==> config.mk <==
export PLATFORM = sky130hd
export DESIGN_NAME = brute_force_hash_preimage_search_core
export DESIGN_NICKNAME = d
export VERILOG_FILES = /design/src/rtl/bfhs_pkg.sv /design/src/rtl/bfhs_cell.sv /design/src/rtl/bfhs_enum.sv /design/src/rtl/brute_force_hash_preimage_search_core.sv
export SDC_FILE = /design/constraint.sdc
export NUM_CORES = 2
export LEC_CHECK = 0
export BUFFER_PORTS_ARGS = -buffer_cell sky130_fd_sc_hd__buf_4
export CAP_MARGIN = 20
export CORE_ASPECT_RATIO = 1.4
export CORE_MARGIN = 3
export CORE_UTILIZATION = 43
export CTS_BUF_LIST = sky130_fd_sc_hd__clkbuf_4 sky130_fd_sc_hd__clkbuf_8 sky130_fd_sc_hd__clkbuf_16
export DETAILED_ROUTE_END_ITERATION = 8
export PLACE_DENSITY = 0.63
export SLEW_MARGIN = 20
export SYNTH_ARGS = -nofsm -noshare
export SYNTH_HDL_FRONTEND = slang
export SYNTH_SLANG_ARGS = --single-unit
==> constraint.sdc <==
create_clock -name clk_i -period 8.6 [get_ports clk_i]
set_input_delay 1.72 -clock clk_i [delete_from_list [all_inputs] [get_ports clk_i]]
set_output_delay 1.72 -clock clk_i [all_outputs]
set_load 0.01 [all_outputs]
==> src/rtl/bfhs_pkg.sv <==
`timescale 1ns / 1ps
`default_nettype none

package bfhs_pkg;

  localparam int MAX_LEN       = 5;
  localparam int ALPHABET_SIZE = 36;

  localparam int HASH_W    = 64;
  localparam int CHAR_W    = 8;
  localparam int COUNT_W   = 8;
  localparam int FLEN_W    = 3;
  localparam int FSYM_W    = 6;
  localparam int OUT_CHARS = 5;

  localparam int DIGIT_W = (ALPHABET_SIZE > 1) ? $clog2(ALPHABET_SIZE) : 1;
  localparam int LEN_W   = $clog2(MAX_LEN + 1);
  localparam int IDX_W   = (MAX_LEN > 1) ? $clog2(MAX_LEN) : 1;

  localparam int LETTER_COUNT = 26;
  localparam int LAST_NONZERO = 35;
  localparam int UPPER_BASE   = 36;
  localparam int LOWER_A      = 97;
  localparam int DIGIT_ONE    = 49;
  localparam int DIGIT_ZERO   = 48;
  localparam int UPPER_A      = 65;
  localparam int SHIFT_LO     = 6;
  localparam int SHIFT_HI     = 16;

  typedef struct packed {
    logic                              valid;
    logic [LEN_W-1:0]                  len;
    logic [LEN_W-1:0]                  pos;
    logic [MAX_LEN-1:0][DIGIT_W-1:0]   digits;
  } cand_t;

  typedef enum logic [1:0] {
    ST_IDLE,
    ST_SEARCH,
    ST_FINISH
  } bfhs_state_e;

  function automatic logic [CHAR_W-1:0] symbol_of(input logic [DIGIT_W-1:0] idx);
    logic [CHAR_W-1:0] i8;
    i8 = CHAR_W'(idx);
    if (32'(idx) < LETTER_COUNT) begin
      return CHAR_W'(LOWER_A) + i8;
    end else if (32'(idx) < LAST_NONZERO) begin
      return CHAR_W'(DIGIT_ONE) + i8 - CHAR_W'(LETTER_COUNT);
    end else if (32'(idx) == LAST_NONZERO) begin
      return CHAR_W'(DIGIT_ZERO);
    end else begin
      return CHAR_W'(UPPER_A) + i8 - CHAR_W'(UPPER_BASE);
    end
  endfunction

  function automatic logic [HASH_W-1:0] sdbm_step(input logic [HASH_W-1:0] h,
                                                  input logic [CHAR_W-1:0] c);
    return HASH_W'(c) + (h << SHIFT_LO) + (h << SHIFT_HI) - h;
  endfunction

endpackage

`default_nettype wire

==> src/rtl/bfhs_cell.sv <==
`timescale 1ns / 1ps
`default_nettype none

module bfhs_cell (
  input  wire                             clk_i,
  input  wire                             rst_ni,
  input  bfhs_pkg::cand_t                 cand_i,
  input  wire [bfhs_pkg::HASH_W-1:0]      hash_i,
  output bfhs_pkg::cand_t                 cand_o,
  output logic [bfhs_pkg::HASH_W-1:0]     hash_o
);

  logic                          use_digit;
  logic [bfhs_pkg::DIGIT_W-1:0]  digit;
  bfhs_pkg::cand_t               cand_d;
  logic                          valid_q;
  logic [bfhs_pkg::LEN_W-1:0]    len_q;
  logic [bfhs_pkg::LEN_W-1:0]    pos_q;
  logic [bfhs_pkg::MAX_LEN-1:0][bfhs_pkg::DIGIT_W-1:0] digits_q;
  logic [bfhs_pkg::HASH_W-1:0]   hash_d, hash_q;

  always_comb begin
    use_digit = cand_i.pos < cand_i.len;
    digit     = cand_i.digits[cand_i.pos[bfhs_pkg::IDX_W-1:0]];
    hash_d    = use_digit ? bfhs_pkg::sdbm_step(hash_i, bfhs_pkg::symbol_of(digit))
                          : hash_i;
    cand_d     = cand_i;
    cand_d.pos = cand_i.pos + bfhs_pkg::LEN_W'(1);
  end

  always_ff @(posedge clk_i or negedge rst_ni) begin
    if (!rst_ni) begin
      valid_q <= 1'b0;
    end else begin
      valid_q <= cand_d.valid;
    end
  end

  always_ff @(posedge clk_i) begin
    len_q    <= cand_d.len;
    pos_q    <= cand_d.pos;
    digits_q <= cand_d.digits;
    hash_q   <= hash_d;
  end

  always_comb begin
    cand_o.valid  = valid_q;
    cand_o.len    = len_q;
    cand_o.pos    = pos_q;
    cand_o.digits = digits_q;
  end

  assign hash_o = hash_q;

endmodule

`default_nettype wire

==> src/rtl/bfhs_enum.sv <==
`timescale 1ns / 1ps
`default_nettype none

module bfhs_enum (
  input  wire                            clk_i,
  input  wire                            rst_ni,
  input  wire                            start_i,
  input  wire [bfhs_pkg::FLEN_W-1:0]     max_length_i,
  input  wire [bfhs_pkg::FSYM_W-1:0]     first_symbol_low_i,
  input  wire [bfhs_pkg::FSYM_W-1:0]     first_symbol_high_i,
  output bfhs_pkg::cand_t                cand_o
);

  logic                                              run_d, run_q;
  logic [bfhs_pkg::LEN_W-1:0]                        len_d, len_q;
  logic [bfhs_pkg::LEN_W-1:0]                        maxl_d, maxl_q;
  logic [bfhs_pkg::DIGIT_W-1:0]                      lo_d, lo_q;
  logic [bfhs_pkg::DIGIT_W-1:0]                      hi_d, hi_q;
  logic [bfhs_pkg::MAX_LEN-1:0][bfhs_pkg::DIGIT_W-1:0] dig_d, dig_q;

  logic [bfhs_pkg::LEN_W-1:0]  maxl_sat;
  logic [bfhs_pkg::FSYM_W-1:0] hi_sat;
  logic                        empty;
  logic                        carry;

  always_comb begin
    if (32'(max_length_i) > bfhs_pkg::MAX_LEN) begin
      maxl_sat = bfhs_pkg::LEN_W'(bfhs_pkg::MAX_LEN);
    end else begin
      maxl_sat = bfhs_pkg::LEN_W'(max_length_i);
    end
    if (32'(first_symbol_high_i) > bfhs_pkg::ALPHABET_SIZE - 1) begin
      hi_sat = bfhs_pkg::FSYM_W'(bfhs_pkg::ALPHABET_SIZE - 1);
    end else begin
      hi_sat = first_symbol_high_i;
    end
    empty = (maxl_sat == '0) || (first_symbol_low_i > hi_sat);
  end

  always_comb begin
    run_d  = run_q;
    len_d  = len_q;
    maxl_d = maxl_q;
    lo_d   = lo_q;
    hi_d   = hi_q;
    dig_d  = dig_q;
    carry  = 1'b1;
    if (start_i) begin
      run_d    = !empty;
      len_d    = bfhs_pkg::LEN_W'(1);
      maxl_d   = maxl_sat;
      lo_d     = bfhs_pkg::DIGIT_W'(first_symbol_low_i);
      hi_d     = bfhs_pkg::DIGIT_W'(hi_sat);
      dig_d    = '0;
      dig_d[0] = bfhs_pkg::DIGIT_W'(first_symbol_low_i);
    end else if (run_q) begin
      // advance the odometer, last position fastest
      for (int k = bfhs_pkg::MAX_LEN - 1; k >= 1; k--) begin
        if ((32'(len_q) > k) && carry) begin
          if (dig_q[k] == bfhs_pkg::DIGIT_W'(bfhs_pkg::ALPHABET_SIZE - 1)) begin
            dig_d[k] = '0;
          end else begin
            dig_d[k] = dig_q[k] + bfhs_pkg::DIGIT_W'(1);
            carry    = 1'b0;
          end
        end
      end
      if (carry) begin
        if (dig_q[0] == hi_q) begin
          dig_d[0] = lo_q;
          if (len_q == maxl_q) begin
            run_d = 1'b0;
          end else begin
            len_d = len_q + bfhs_pkg::LEN_W'(1);
          end
        end else begin
          dig_d[0] = dig_q[0] + bfhs_pkg::DIGIT_W'(1);
        end
      end
    end
  end

  always_ff @(posedge clk_i or negedge rst_ni) begin
    if (!rst_ni) begin
      run_q <= 1'b0;
    end else begin
      run_q <= run_d;
    end
  end

  always_ff @(posedge clk_i) begin
    len_q  <= len_d;
    maxl_q <= maxl_d;
    lo_q   <= lo_d;
    hi_q   <= hi_d;
    dig_q  <= dig_d;
  end

  always_comb begin
    cand_o.valid  = run_q;
    cand_o.len    = len_q;
    cand_o.pos    = '0;
    cand_o.digits = dig_q;
  end

endmodule

`default_nettype wire

==> src/rtl/brute_force_hash_preimage_search_core.sv <==
// Brute-force sdbm preimage search.
// Input channel (in_valid_i / in_stall_o): one word per search carries the
// 64-bit target hash, the longest length and the first-symbol index range.
// Output channel (out_valid_o / out_stall_i): one word per search with the
// found flag, the first matching string, its length and a match count.
// A generator walks every candidate in order and feeds one per cycle into a
// chain of MAX_LEN hash cells; cell k folds in the character at position k.
// A search of N candidates, N = (high - low + 1) * (1 + 36 + ... + 36^(L-1)),
// occupies the block from acceptance until the result word; the whole space
// is 62193780 candidates, one per cycle, set by the single candidate that
// enters the cell chain each cycle.
// in_stall_o stays high while a search runs. A finished result sits in the
// output register; while the receiver stalls, the block takes the next word
// and the result of that search waits in the final state until the output
// register frees.
// Reset clears the search control and the output valid.
`timescale 1ns / 1ps
`default_nettype none

module brute_force_hash_preimage_search_core (
  input  wire                             clk_i,
  input  wire                             rst_ni,
  input  wire                             in_valid_i,
  output logic                            in_stall_o,
  input  wire [bfhs_pkg::HASH_W-1:0]      target_hash_i,
  input  wire [bfhs_pkg::FLEN_W-1:0]      max_length_i,
  input  wire [bfhs_pkg::FSYM_W-1:0]      first_symbol_low_i,
  input  wire [bfhs_pkg::FSYM_W-1:0]      first_symbol_high_i,
  output logic                            out_valid_o,
  input  wire                             out_stall_i,
  output logic                            found_o,
  output logic [bfhs_pkg::FLEN_W-1:0]     match_length_o,
  output logic [bfhs_pkg::CHAR_W-1:0]     char_0_o,
  output logic [bfhs_pkg::CHAR_W-1:0]     char_1_o,
  output logic [bfhs_pkg::CHAR_W-1:0]     char_2_o,
  output logic [bfhs_pkg::CHAR_W-1:0]     char_3_o,
  output logic [bfhs_pkg::CHAR_W-1:0]     char_4_o,
  output logic [bfhs_pkg::COUNT_W-1:0]    match_count_o
);

  bfhs_pkg::bfhs_state_e state_d, state_q;

  logic start;
  logic load_out;
  logic pipe_busy;
  logic hit;

  bfhs_pkg::cand_t             cand_w [bfhs_pkg::MAX_LEN+1];
  logic [bfhs_pkg::HASH_W-1:0] hash_w [bfhs_pkg::MAX_LEN+1];

  logic [bfhs_pkg::HASH_W-1:0]  target_q;
  logic                         found_q;
  logic [bfhs_pkg::LEN_W-1:0]   flen_q;
  logic [bfhs_pkg::CHAR_W-1:0]  fm_d [bfhs_pkg::MAX_LEN];
  logic [bfhs_pkg::CHAR_W-1:0]  fm_q [bfhs_pkg::MAX_LEN];
  logic [bfhs_pkg::COUNT_W-1:0] cnt_q;

  logic                         out_valid_q;
  logic                         out_found_q;
  logic [bfhs_pkg::FLEN_W-1:0]  out_len_q;
  logic [bfhs_pkg::CHAR_W-1:0]  out_chars_d [bfhs_pkg::OUT_CHARS];
  logic [bfhs_pkg::CHAR_W-1:0]  out_chars_q [bfhs_pkg::OUT_CHARS];
  logic [bfhs_pkg::COUNT_W-1:0] out_cnt_q;

  // candidate generator and hash chain
  bfhs_enum u_enum (
    .clk_i               (clk_i),
    .rst_ni              (rst_ni),
    .start_i             (start),
    .max_length_i        (max_length_i),
    .first_symbol_low_i  (first_symbol_low_i),
    .first_symbol_high_i (first_symbol_high_i),
    .cand_o              (cand_w[0])
  );

  assign hash_w[0] = '0;

  for (genvar k = 0; k < bfhs_pkg::MAX_LEN; k++) begin : g_cell
    bfhs_cell u_cell (
      .clk_i  (clk_i),
      .rst_ni (rst_ni),
      .cand_i (cand_w[k]),
      .hash_i (hash_w[k]),
      .cand_o (cand_w[k+1]),
      .hash_o (hash_w[k+1])
    );
  end

  always_comb begin
    pipe_busy = 1'b0;
    for (int k = 0; k <= bfhs_pkg::MAX_LEN; k++) begin
      pipe_busy = pipe_busy | cand_w[k].valid;
    end
  end

  // sequencer
  always_comb begin
    state_d = state_q;
    unique case (state_q)
      bfhs_pkg::ST_IDLE:   if (start) state_d = bfhs_pkg::ST_SEARCH;
      bfhs_pkg::ST_SEARCH: if (!pipe_busy) state_d = bfhs_pkg::ST_FINISH;
      bfhs_pkg::ST_FINISH: if (load_out) state_d = bfhs_pkg::ST_IDLE;
      default:             state_d = bfhs_pkg::ST_IDLE;
    endcase
  end

  always_comb begin
    in_stall_o = (state_q != bfhs_pkg::ST_IDLE);
    start      = in_valid_i && (state_q == bfhs_pkg::ST_IDLE);
    load_out   = (state_q == bfhs_pkg::ST_FINISH) && (!out_valid_q || !out_stall_i);
  end

  always_ff @(posedge clk_i or negedge rst_ni) begin
    if (!rst_ni) begin
      state_q <= bfhs_pkg::ST_IDLE;
    end else begin
      state_q <= state_d;
    end
  end

  // match collection
  assign hit = cand_w[bfhs_pkg::MAX_LEN].valid &&
               (hash_w[bfhs_pkg::MAX_LEN] == target_q);

  always_comb begin
    for (int j = 0; j < bfhs_pkg::MAX_LEN; j++) begin
      if (32'(cand_w[bfhs_pkg::MAX_LEN].len) > j) begin
        fm_d[j] = bfhs_pkg::symbol_of(cand_w[bfhs_pkg::MAX_LEN].digits[j]);
      end else begin
        fm_d[j] = '0;
      end
    end
  end

  always_ff @(posedge clk_i or negedge rst_ni) begin
    if (!rst_ni) begin
      found_q <= 1'b0;
      cnt_q   <= '0;
    end else if (start) begin
      found_q <= 1'b0;
      cnt_q   <= '0;
    end else if (hit) begin
      found_q <= 1'b1;
      if (cnt_q != '1) begin
        cnt_q <= cnt_q + bfhs_pkg::COUNT_W'(1);
      end
    end
  end

  always_ff @(posedge clk_i) begin
    if (start) begin
      target_q <= target_hash_i;
    end
    if (hit && !found_q) begin
      flen_q <= cand_w[bfhs_pkg::MAX_LEN].len;
      fm_q   <= fm_d;
    end
  end

  // output register
  for (genvar j = 0; j < bfhs_pkg::OUT_CHARS; j++) begin : g_out_char
    if (j < bfhs_pkg::MAX_LEN) begin : g_used
      assign out_chars_d[j] = found_q ? fm_q[j] : '0;
    end else begin : g_unused
      assign out_chars_d[j] = '0;
    end
  end

  always_ff @(posedge clk_i or negedge rst_ni) begin
    if (!rst_ni) begin
      out_valid_q <= 1'b0;
    end else if (load_out) begin
      out_valid_q <= 1'b1;
    end else if (!out_stall_i) begin
      out_valid_q <= 1'b0;
    end
  end

  always_ff @(posedge clk_i) begin
    if (load_out) begin
      out_found_q <= found_q;
      out_len_q   <= found_q ? bfhs_pkg::FLEN_W'(flen_q) : '0;
      out_chars_q <= out_chars_d;
      out_cnt_q   <= cnt_q;
    end
  end

  assign out_valid_o    = out_valid_q;
  assign found_o        = out_found_q;
  assign match_length_o = out_len_q;
  assign char_0_o       = out_chars_q[0];
  assign char_1_o       = out_chars_q[1];
  assign char_2_o       = out_chars_q[2];
  assign char_3_o       = out_chars_q[3];
  assign char_4_o       = out_chars_q[4];
  assign match_count_o  = out_cnt_q;

  a_gen_in_search: assert property (@(posedge clk_i) disable iff (!rst_ni)
    cand_w[0].valid |-> state_q == bfhs_pkg::ST_SEARCH)
    else $error("candidate generated outside a search");

  a_tail_in_search: assert property (@(posedge clk_i) disable iff (!rst_ni)
    cand_w[bfhs_pkg::MAX_LEN].valid |-> state_q == bfhs_pkg::ST_SEARCH)
    else $error("hash chain active outside a search");

  a_miss_is_clean: assert property (@(posedge clk_i) disable iff (!rst_ni)
    (out_valid_q && !out_found_q) |->
      (out_len_q == '0 && out_cnt_q == '0 && out_chars_q[0] == '0))
    else $error("result without a match carries data");

  a_hit_counted: assert property (@(posedge clk_i) disable iff (!rst_ni)
    (out_valid_q && out_found_q) |-> out_cnt_q != '0)
    else $error("match reported with zero count");

  a_result_from_finish: assert property (@(posedge clk_i) disable iff (!rst_ni)
    $rose(out_valid_q) |-> $past(state_q) == bfhs_pkg::ST_FINISH)
    else $error("result word raised outside the final state");

endmodule

`default_nettype wire

* Yosys cells after proc, flatten, opt, wreduce, memory -nomap -nowiden
Cells that the tools add are included.
** Word-level totals
- Register bits after elaboration :: 710
- Input bits :: 83
- Output and inout bits :: 54
- Word-level logic and storage cells :: 310
** Cells by class
- Add/subtract/negate cells :: 69
- Order comparisons :: 37
- Eq/ne operators :: 24
- Muxes and demuxes :: 76
- Bitwise gates (word level) :: 6
- Reductions and logical operators :: 28
** Operator list (count)
- $mux 8 :: 33
- $add 64x64->64 :: 4
- $add 8x64->64 :: 4
- $mux 64 :: 4
- $sub 64x64->64 :: 4
- $add 7x6->8 const A :: 20
- $eq 6x6->1 const B :: 14
- $sub 8x6->8 const B :: 10
- $add 6x6->7 const A :: 10
- $eq 64x64->1 :: 1
- $lt 6x5->1 const B :: 10
- $lt 6x6->1 const B :: 10
- $mux 6 :: 9
- $sub 7x5->8 const B :: 5
- $sub 8x5->8 const B :: 5
- $add 6x1->6 const B :: 5
- $mux 1 :: 25
- $gt 3x2->1 const B :: 4
- $reduce_and 2->1 :: 6
- $reduce_bool 2->1 :: 5
- $gt 3x1->1 const B :: 3
- $gt 3x3->1 const B :: 3
- $add 8x1->8 const B :: 1
- $ne 8x8->1 const B :: 1
- other kinds (24) :: 44

* Logic depth before layout (Yosys ltp)
- Depth after elaboration :: 20
- Gate-level depth with buffers :: 23
- Gate-level depth less buffers :: 22

* Modules after synthesis
From an unflattened synthesis, not the netlist that was laid out.
** Unflattened totals
- Cells, all modules :: 6435
- Area, all modules :: 54867.6 µm²
** By module, submodules not included
- bfhs_cell (g_cell[0].u_cell ...) :: times used 3, cells an instance 1097, area each 8844.7 µm², seq. area each 2026.9 µm²
- bfhs_cell (g_cell[4].u_cell) :: times used 1, cells an instance 1113, area each 8824.7 µm², seq. area each 2026.9 µm²
- bfhs_cell (g_cell[1].u_cell) :: times used 1, cells an instance 1084, area each 8694.6 µm², seq. area each 2026.9 µm²
- brute_force_hash_preimage_search_core :: times used 1, cells an instance 669, area each 8177.8 µm², seq. area each 5074.9 µm²
- bfhs_enum :: times used 1, cells an instance 278, area each 2636.3 µm², seq. area each 1196.1 µm²

* Least setup slack after synthesis
OpenSTA, ideal clock, no wires.
- Path kind :: reg2reg
- Start point :: register target_q[60] (netlist bit)
- End point :: register flen_q[0] (netlist bit) (enable)
- Setup time :: 0.550 ns
- Arrival time :: 5.989 ns
- Data required time :: 8.050 ns
- Path slack :: 2.061 ns
- Cell stages (with the launch flop) :: 7
- Path buffers :: 0
- Clock period less this slack :: 6.539 ns
- Cell sequence :: edfxtp_1 > xor2_1 > or3_1 > or4_1 > nor4_1 > nand4_1 > nor4_1
** On the way
- Cells in the longest elaborated chain, start to end :: 3
** Ends and longest elaborated chain
- start, declared :: line brute_force_hash_preimage_search_core.sv:51 : logic [bfhs_pkg::HASH_W-1:0] target_q;
- start signal, assigned :: line brute_force_hash_preimage_search_core.sv:152 : target_q <= target_hash_i;
- $eq 64x64->1 :: line brute_force_hash_preimage_search_core.sv:123 : (hash_w[bfhs_pkg::MAX_LEN] == target_q);
- $logic_and 1x1->1 :: line brute_force_hash_preimage_search_core.sv:122 : assign hit = cand_w[bfhs_pkg::MAX_LEN].valid &&
- $logic_and 1x1->1 :: line brute_force_hash_preimage_search_core.sv:154 : if (hit && !found_q) begin
- end signal, assigned :: line brute_force_hash_preimage_search_core.sv:155 : flen_q <= cand_w[bfhs_pkg::MAX_LEN].len;
- end, declared :: line brute_force_hash_preimage_search_core.sv:53 : logic [bfhs_pkg::LEN_W-1:0] flen_q;
Every way passes these cells.
A chain may end at the register's enable or synchronous reset.

* Final worst setup path
- Start point :: register g_cell[3].u_cell.digits_q (netlist bit g_cell[3].u_cell.cand_o[25])
- End point :: register g_cell[4].u_cell.hash_q (netlist bit g_cell[4].u_cell.hash_o[63])
** On the way
- Cells in the longest elaborated chain, start to end :: 9
- Elaborated cells on any way between the ends :: 15
- Those cells by class :: add/sub (8); order compare (2); eq/ne (1); mux (4)
** Ends and longest elaborated chain
- start, declared :: line bfhs_cell.sv:19 : logic [bfhs_pkg::MAX_LEN-1:0][bfhs_pkg::DIGIT_W-1:0] digits_q;
- start signal, assigned :: line bfhs_cell.sv:42 : digits_q <= cand_d.digits;
- $add 7x6->8 :: line bfhs_pkg.sv:53 : return CHAR_W'(UPPER_A) + i8 - CHAR_W'(UPPER_BASE);
- $sub 8x6->8 :: line bfhs_pkg.sv:53
- $mux 8 :: line bfhs_pkg.sv:50 : end else if (32'(idx) == LAST_NONZERO) begin
- $mux 8 :: line bfhs_pkg.sv:48 : end else if (32'(idx) < LAST_NONZERO) begin
- $mux 8 * :: line bfhs_pkg.sv:46 : if (32'(idx) < LETTER_COUNT) begin
- $add 8x64->64 * :: line bfhs_pkg.sv:59 : return HASH_W'(c) + (h << SHIFT_LO) + (h << SHIFT_HI) - h;
- $add 64x64->64 * :: line bfhs_pkg.sv:59
- $sub 64x64->64 * :: line bfhs_pkg.sv:59
- $mux 64 * :: line bfhs_cell.sv:25 : hash_d = use_digit ? bfhs_pkg::sdbm_step(hash_i, bfhs_pkg::symbol_of(digit))
- via g_cell[4].u_cell.hash_d (one bit) :: line bfhs_cell.sv:20 : logic [bfhs_pkg::HASH_W-1:0] hash_d, hash_q;
- end signal, assigned :: line bfhs_cell.sv:43 : hash_q <= hash_d;
- end, declared :: line bfhs_cell.sv:20
Mark *: on every way through the listed nets, which the timed path passes. The rest lies on a longest branch.

==> impl_metrics.py <==
metrics = {
    "worst_setup_path": {
        "r2r_start": "g_cell[3].u_cell.cand_o[25]$_DFF_P_",
        "r2r-end": "g_cell[4].u_cell.hash_o[63]$_DFF_P_",
        "crit_path_frequent_cell": "ha_1",
        "worst-setup-path-type": "flop to flop",
        "cp_slowest_cell": "o31ai_1",
        "crit_chain": "ha_1 > xor2_1 > inv_1 > ha_1 > or2_2 > nand2_1 > nand3_1 > a31o_2 > fa_1 > ha_1 > and3_1 > a221oi_2 > a21boi_1 > a41oi_1 > a211oi_1 > a21oi_1 > o31ai_1 > a311oi_1 > mux2i_1 > o21ai_1 > xor2_1",
        "crit_path_max_fanout": 8,
        "r2r_slack_ps": 2750,
        "reg2reg_depth": 21,
        "worst_setup_path_end_kind": "flop",
        "start_kind": "flop",
        "crit_required_ps": 9090,
        "slowest_delay_ps": 600,
        "crit_path_end": "g_cell[4].u_cell.hash_o[63]$_DFF_P_",
        "startpoint": "g_cell[3].u_cell.cand_o[25]$_DFF_P_",
        "crit_arrival_ps": 6340,
    },
    "sta": {
        "min_period_ps": 5850,
        "maxSlewHeadroom": 0.425,
        "fin_crit_sh": 0.680,
        "tns_ps": 0,
        "finalClockSkew_ps": 28.6,
        "max_freq_ghz": 0.171,
        "setup_viol": 0,
        "rsz0062_at_grt": "no",
        "worst_pin_slew_ps": 863,
        "slew_violations": 0,
        "finalHoldViolations": 0,
    },
    "cts": {
        "cts_tree": "built",
        "cts_setup_buffers": 0,
        "clockBufferDepth": 3,
        "cts_inserted_buffers": 68,
        "cts.clk_slew.worst_paths_ps": 60,
        "htree_levels": 3,
        "clk_latency_ps": 630,
        "postCtsHoldBufs": 0,
        "numClockSinks": 638,
        "cts_root_buf": "clkbuf_16",
        "cts.repair.resized": 0,
    },
    "yosys": {
        "ys_warn_count": 0,
        "synth_largest_area_cell": "dfxtp_1",
        "syn_area_per_cell_um2": 8.94,
        "async_flop_share": 0.0282,
        "syn-instance-count": 4397,
        "synth_cell_types": 91,
        "synthDominantCellAreaShare": 0.224,
        "synth_area_um2": 39300,
        "synth_ff_type": "dfxtp_1",
        "synth-edff-count": 180,
        "ys_ff_latch": 638,
        "synth_area_leaders": "dfxtp_1 (22%), edfxtp_1 (14%), ha_1 (9.1%), fa_1 (7.0%), inv_1 (5.1%)",
        "synth_seq_area_share": 0.373,
    },
    "finish": {
        "fin_nets": 4955,
        "fillers": 8592,
        "most-common-layout-cells": "inv_1 (538), dfxtp_1 (439), nand2_1 (389), a21oi_1 (346), ha_1 (287)",
        "area_growth_pct": 11.1,
        "layout_commonest_cell": "inv_1",
        "layout-drive-gt1-share": 0.0726,
        "final_util": 0.484,
        "multi_input_area_um2": 22000,
        "regArea_um2": 14700,
    },
    "routing": {
        "route.met3.wl_um": 3710,
        "totalWireLength_um": 99400,
        "wl_per_cell_um": 17.5,
        "highest_layer": "met4",
        "viasPerCell": 5.30,
        "wl_met1_um": 40600,
        "drc_errors": 0,
        "drt_pre_antenna_iters": 7,
        "via_count": 30189,
        "drtAntennaViolNets": 0,
        "met2_length_um": 51300,
        "drt_iter0_markers": 1886,
    },
    "die": {
        "dieArea_um2": 95200,
        "fp.dieW_um": 262,
        "rows": 130,
        "ioPinCount": 137,
        "core_area_um2": 90300,
        "initial_core_util": 0.436,
        "die_h_um": 364,
    },
    "global_route": {
        "grt_pass1_wl_um": 157000,
        "gr-total-overflow": 0,
        "grt_pass1_vias": 29648,
        "antenna_found_initial": 1,
        "grt_max_degree": 69,
        "grtUsageTotal": 0.207,
    },
    "worst_hold_path": {
        "hold_class": "flop to flop",
        "hold_start": "g_cell[2].u_cell.cand_o[24]$_DFF_P_",
    },
    "run": {
        "maxCapViolations": 0,
    },
    "placement": {
        "io_buffers": 136,
        "dpl.hpwl_um": 78900,
        "place_congestion": 0.940,
    },
    "status": {
        "status": "complete, no violations",
    },
}
## critical path: cells and delay by family, from the launching register on
kind / cells / cell delay [ps]
xor+xnor: 2 / 430
buf+inv: 1 / 90
flops: 1 / 410
mux: 1 / 190
fa+ha+maj: 4 / 1360
compound gates: 9 / 2570
simple gates: 4 / 670
## state kept, by name (all words and copies together), names as in the netlist, 15 cells and up
register / count
fm_q: 40
g_cell.u_cell.cand_o: 150
g_cell.u_cell.hash_o: 248
g_cell.u_cell.len_q: 15
target_q: 64
u_enum.cand_o: 30
## logic make-up (layout without fill, tap and decap cells)
family          count (synthesis)  count (layout)  share of synthesized area
buf+inv                       716             813                     0.0686
xor+xnor                      331             331                     0.0737
other cells                     2              11                   0.000191
mux                            39              39                     0.0105
flops                         638             638                      0.373
fa+ha+maj                     425             425                      0.162
compound gates               1159            1159                      0.183
simple gates                 1087            1087                      0.129
## how the worst min path moves through the flow
stage                                               end  cells after the start
detailed placement  g_cell[1].u_cell.cand_o[20]$_DFF_P_                      0
floorplan            g_cell[1].u_cell.cand_o[0]$_DFF_P_                      0
CTS                 g_cell[3].u_cell.cand_o[26]$_DFF_P_                      0
global route        g_cell[2].u_cell.cand_o[29]$_DFF_P_                      0
finish              g_cell[3].u_cell.cand_o[24]$_DFF_P_                      0
global placement    g_cell[3].u_cell.cand_o[14]$_DFF_P_                      0
## through the flow
step / std cells / setup WS (ps) / area (um^2) / hold slack [ps]
3_5_place_dp: 5565 / 2810 / 41300 / 312
6_report: 5691 / 2750 / 43700 / 317
2_1_floorplan: 4405 / 2060 / 39400 / 310
4_1_cts: 5690 / 2760 / 43700 / 314
3_3_place_gp: 5565 / 2880 / 41300 / 310
5_1_grt: 5691 / 2270 / 43700 / 327
## cell type report
cell class                 count  area share
tap                         1188      0.0340
multi-input combinational   3051       0.504
clock buffer                  87      0.0443
sequential                   638       0.336
inverter                     539      0.0463
timing repair buffer         149      0.0256
antenna                        1   0.0000573
clock inverter                38     0.00979
## synthesized netlist by cell type (all sizes together), types with 11 or more instances
cell / n
a211oi: 36
a21boi: 16
a21o: 127
a21oi: 350
a221oi: 16
a31oi: 41
a41oi: 23
and2: 61
and3: 24
buf: 13
clkbuf: 164
dfrtp: 18
dfxtp: 440
edfxtp: 180
fa: 138
ha: 287
inv: 539
mux2: 15
mux2i: 24
nand2: 389
nand2b: 29
nand3: 68
nand4: 68
nor2: 273
nor2b: 32
nor3: 58
nor3b: 13
nor4: 18
o211ai: 17
o21a: 36
o21ai: 325
o21bai: 48
o22ai: 15
o31ai: 21
or2: 11
or3: 14
xnor2: 194
xor2: 137
## metal layers
metal	vias up	track usage
met5	-	0
met4	0	0.0822
met3	205	0.0229
met2	713	0.384
met1	14105	0.241
li1	15166	-
Power is not shown: default switching activity piles up to over one toggle a cycle in this logic, so the estimate is an artifact.
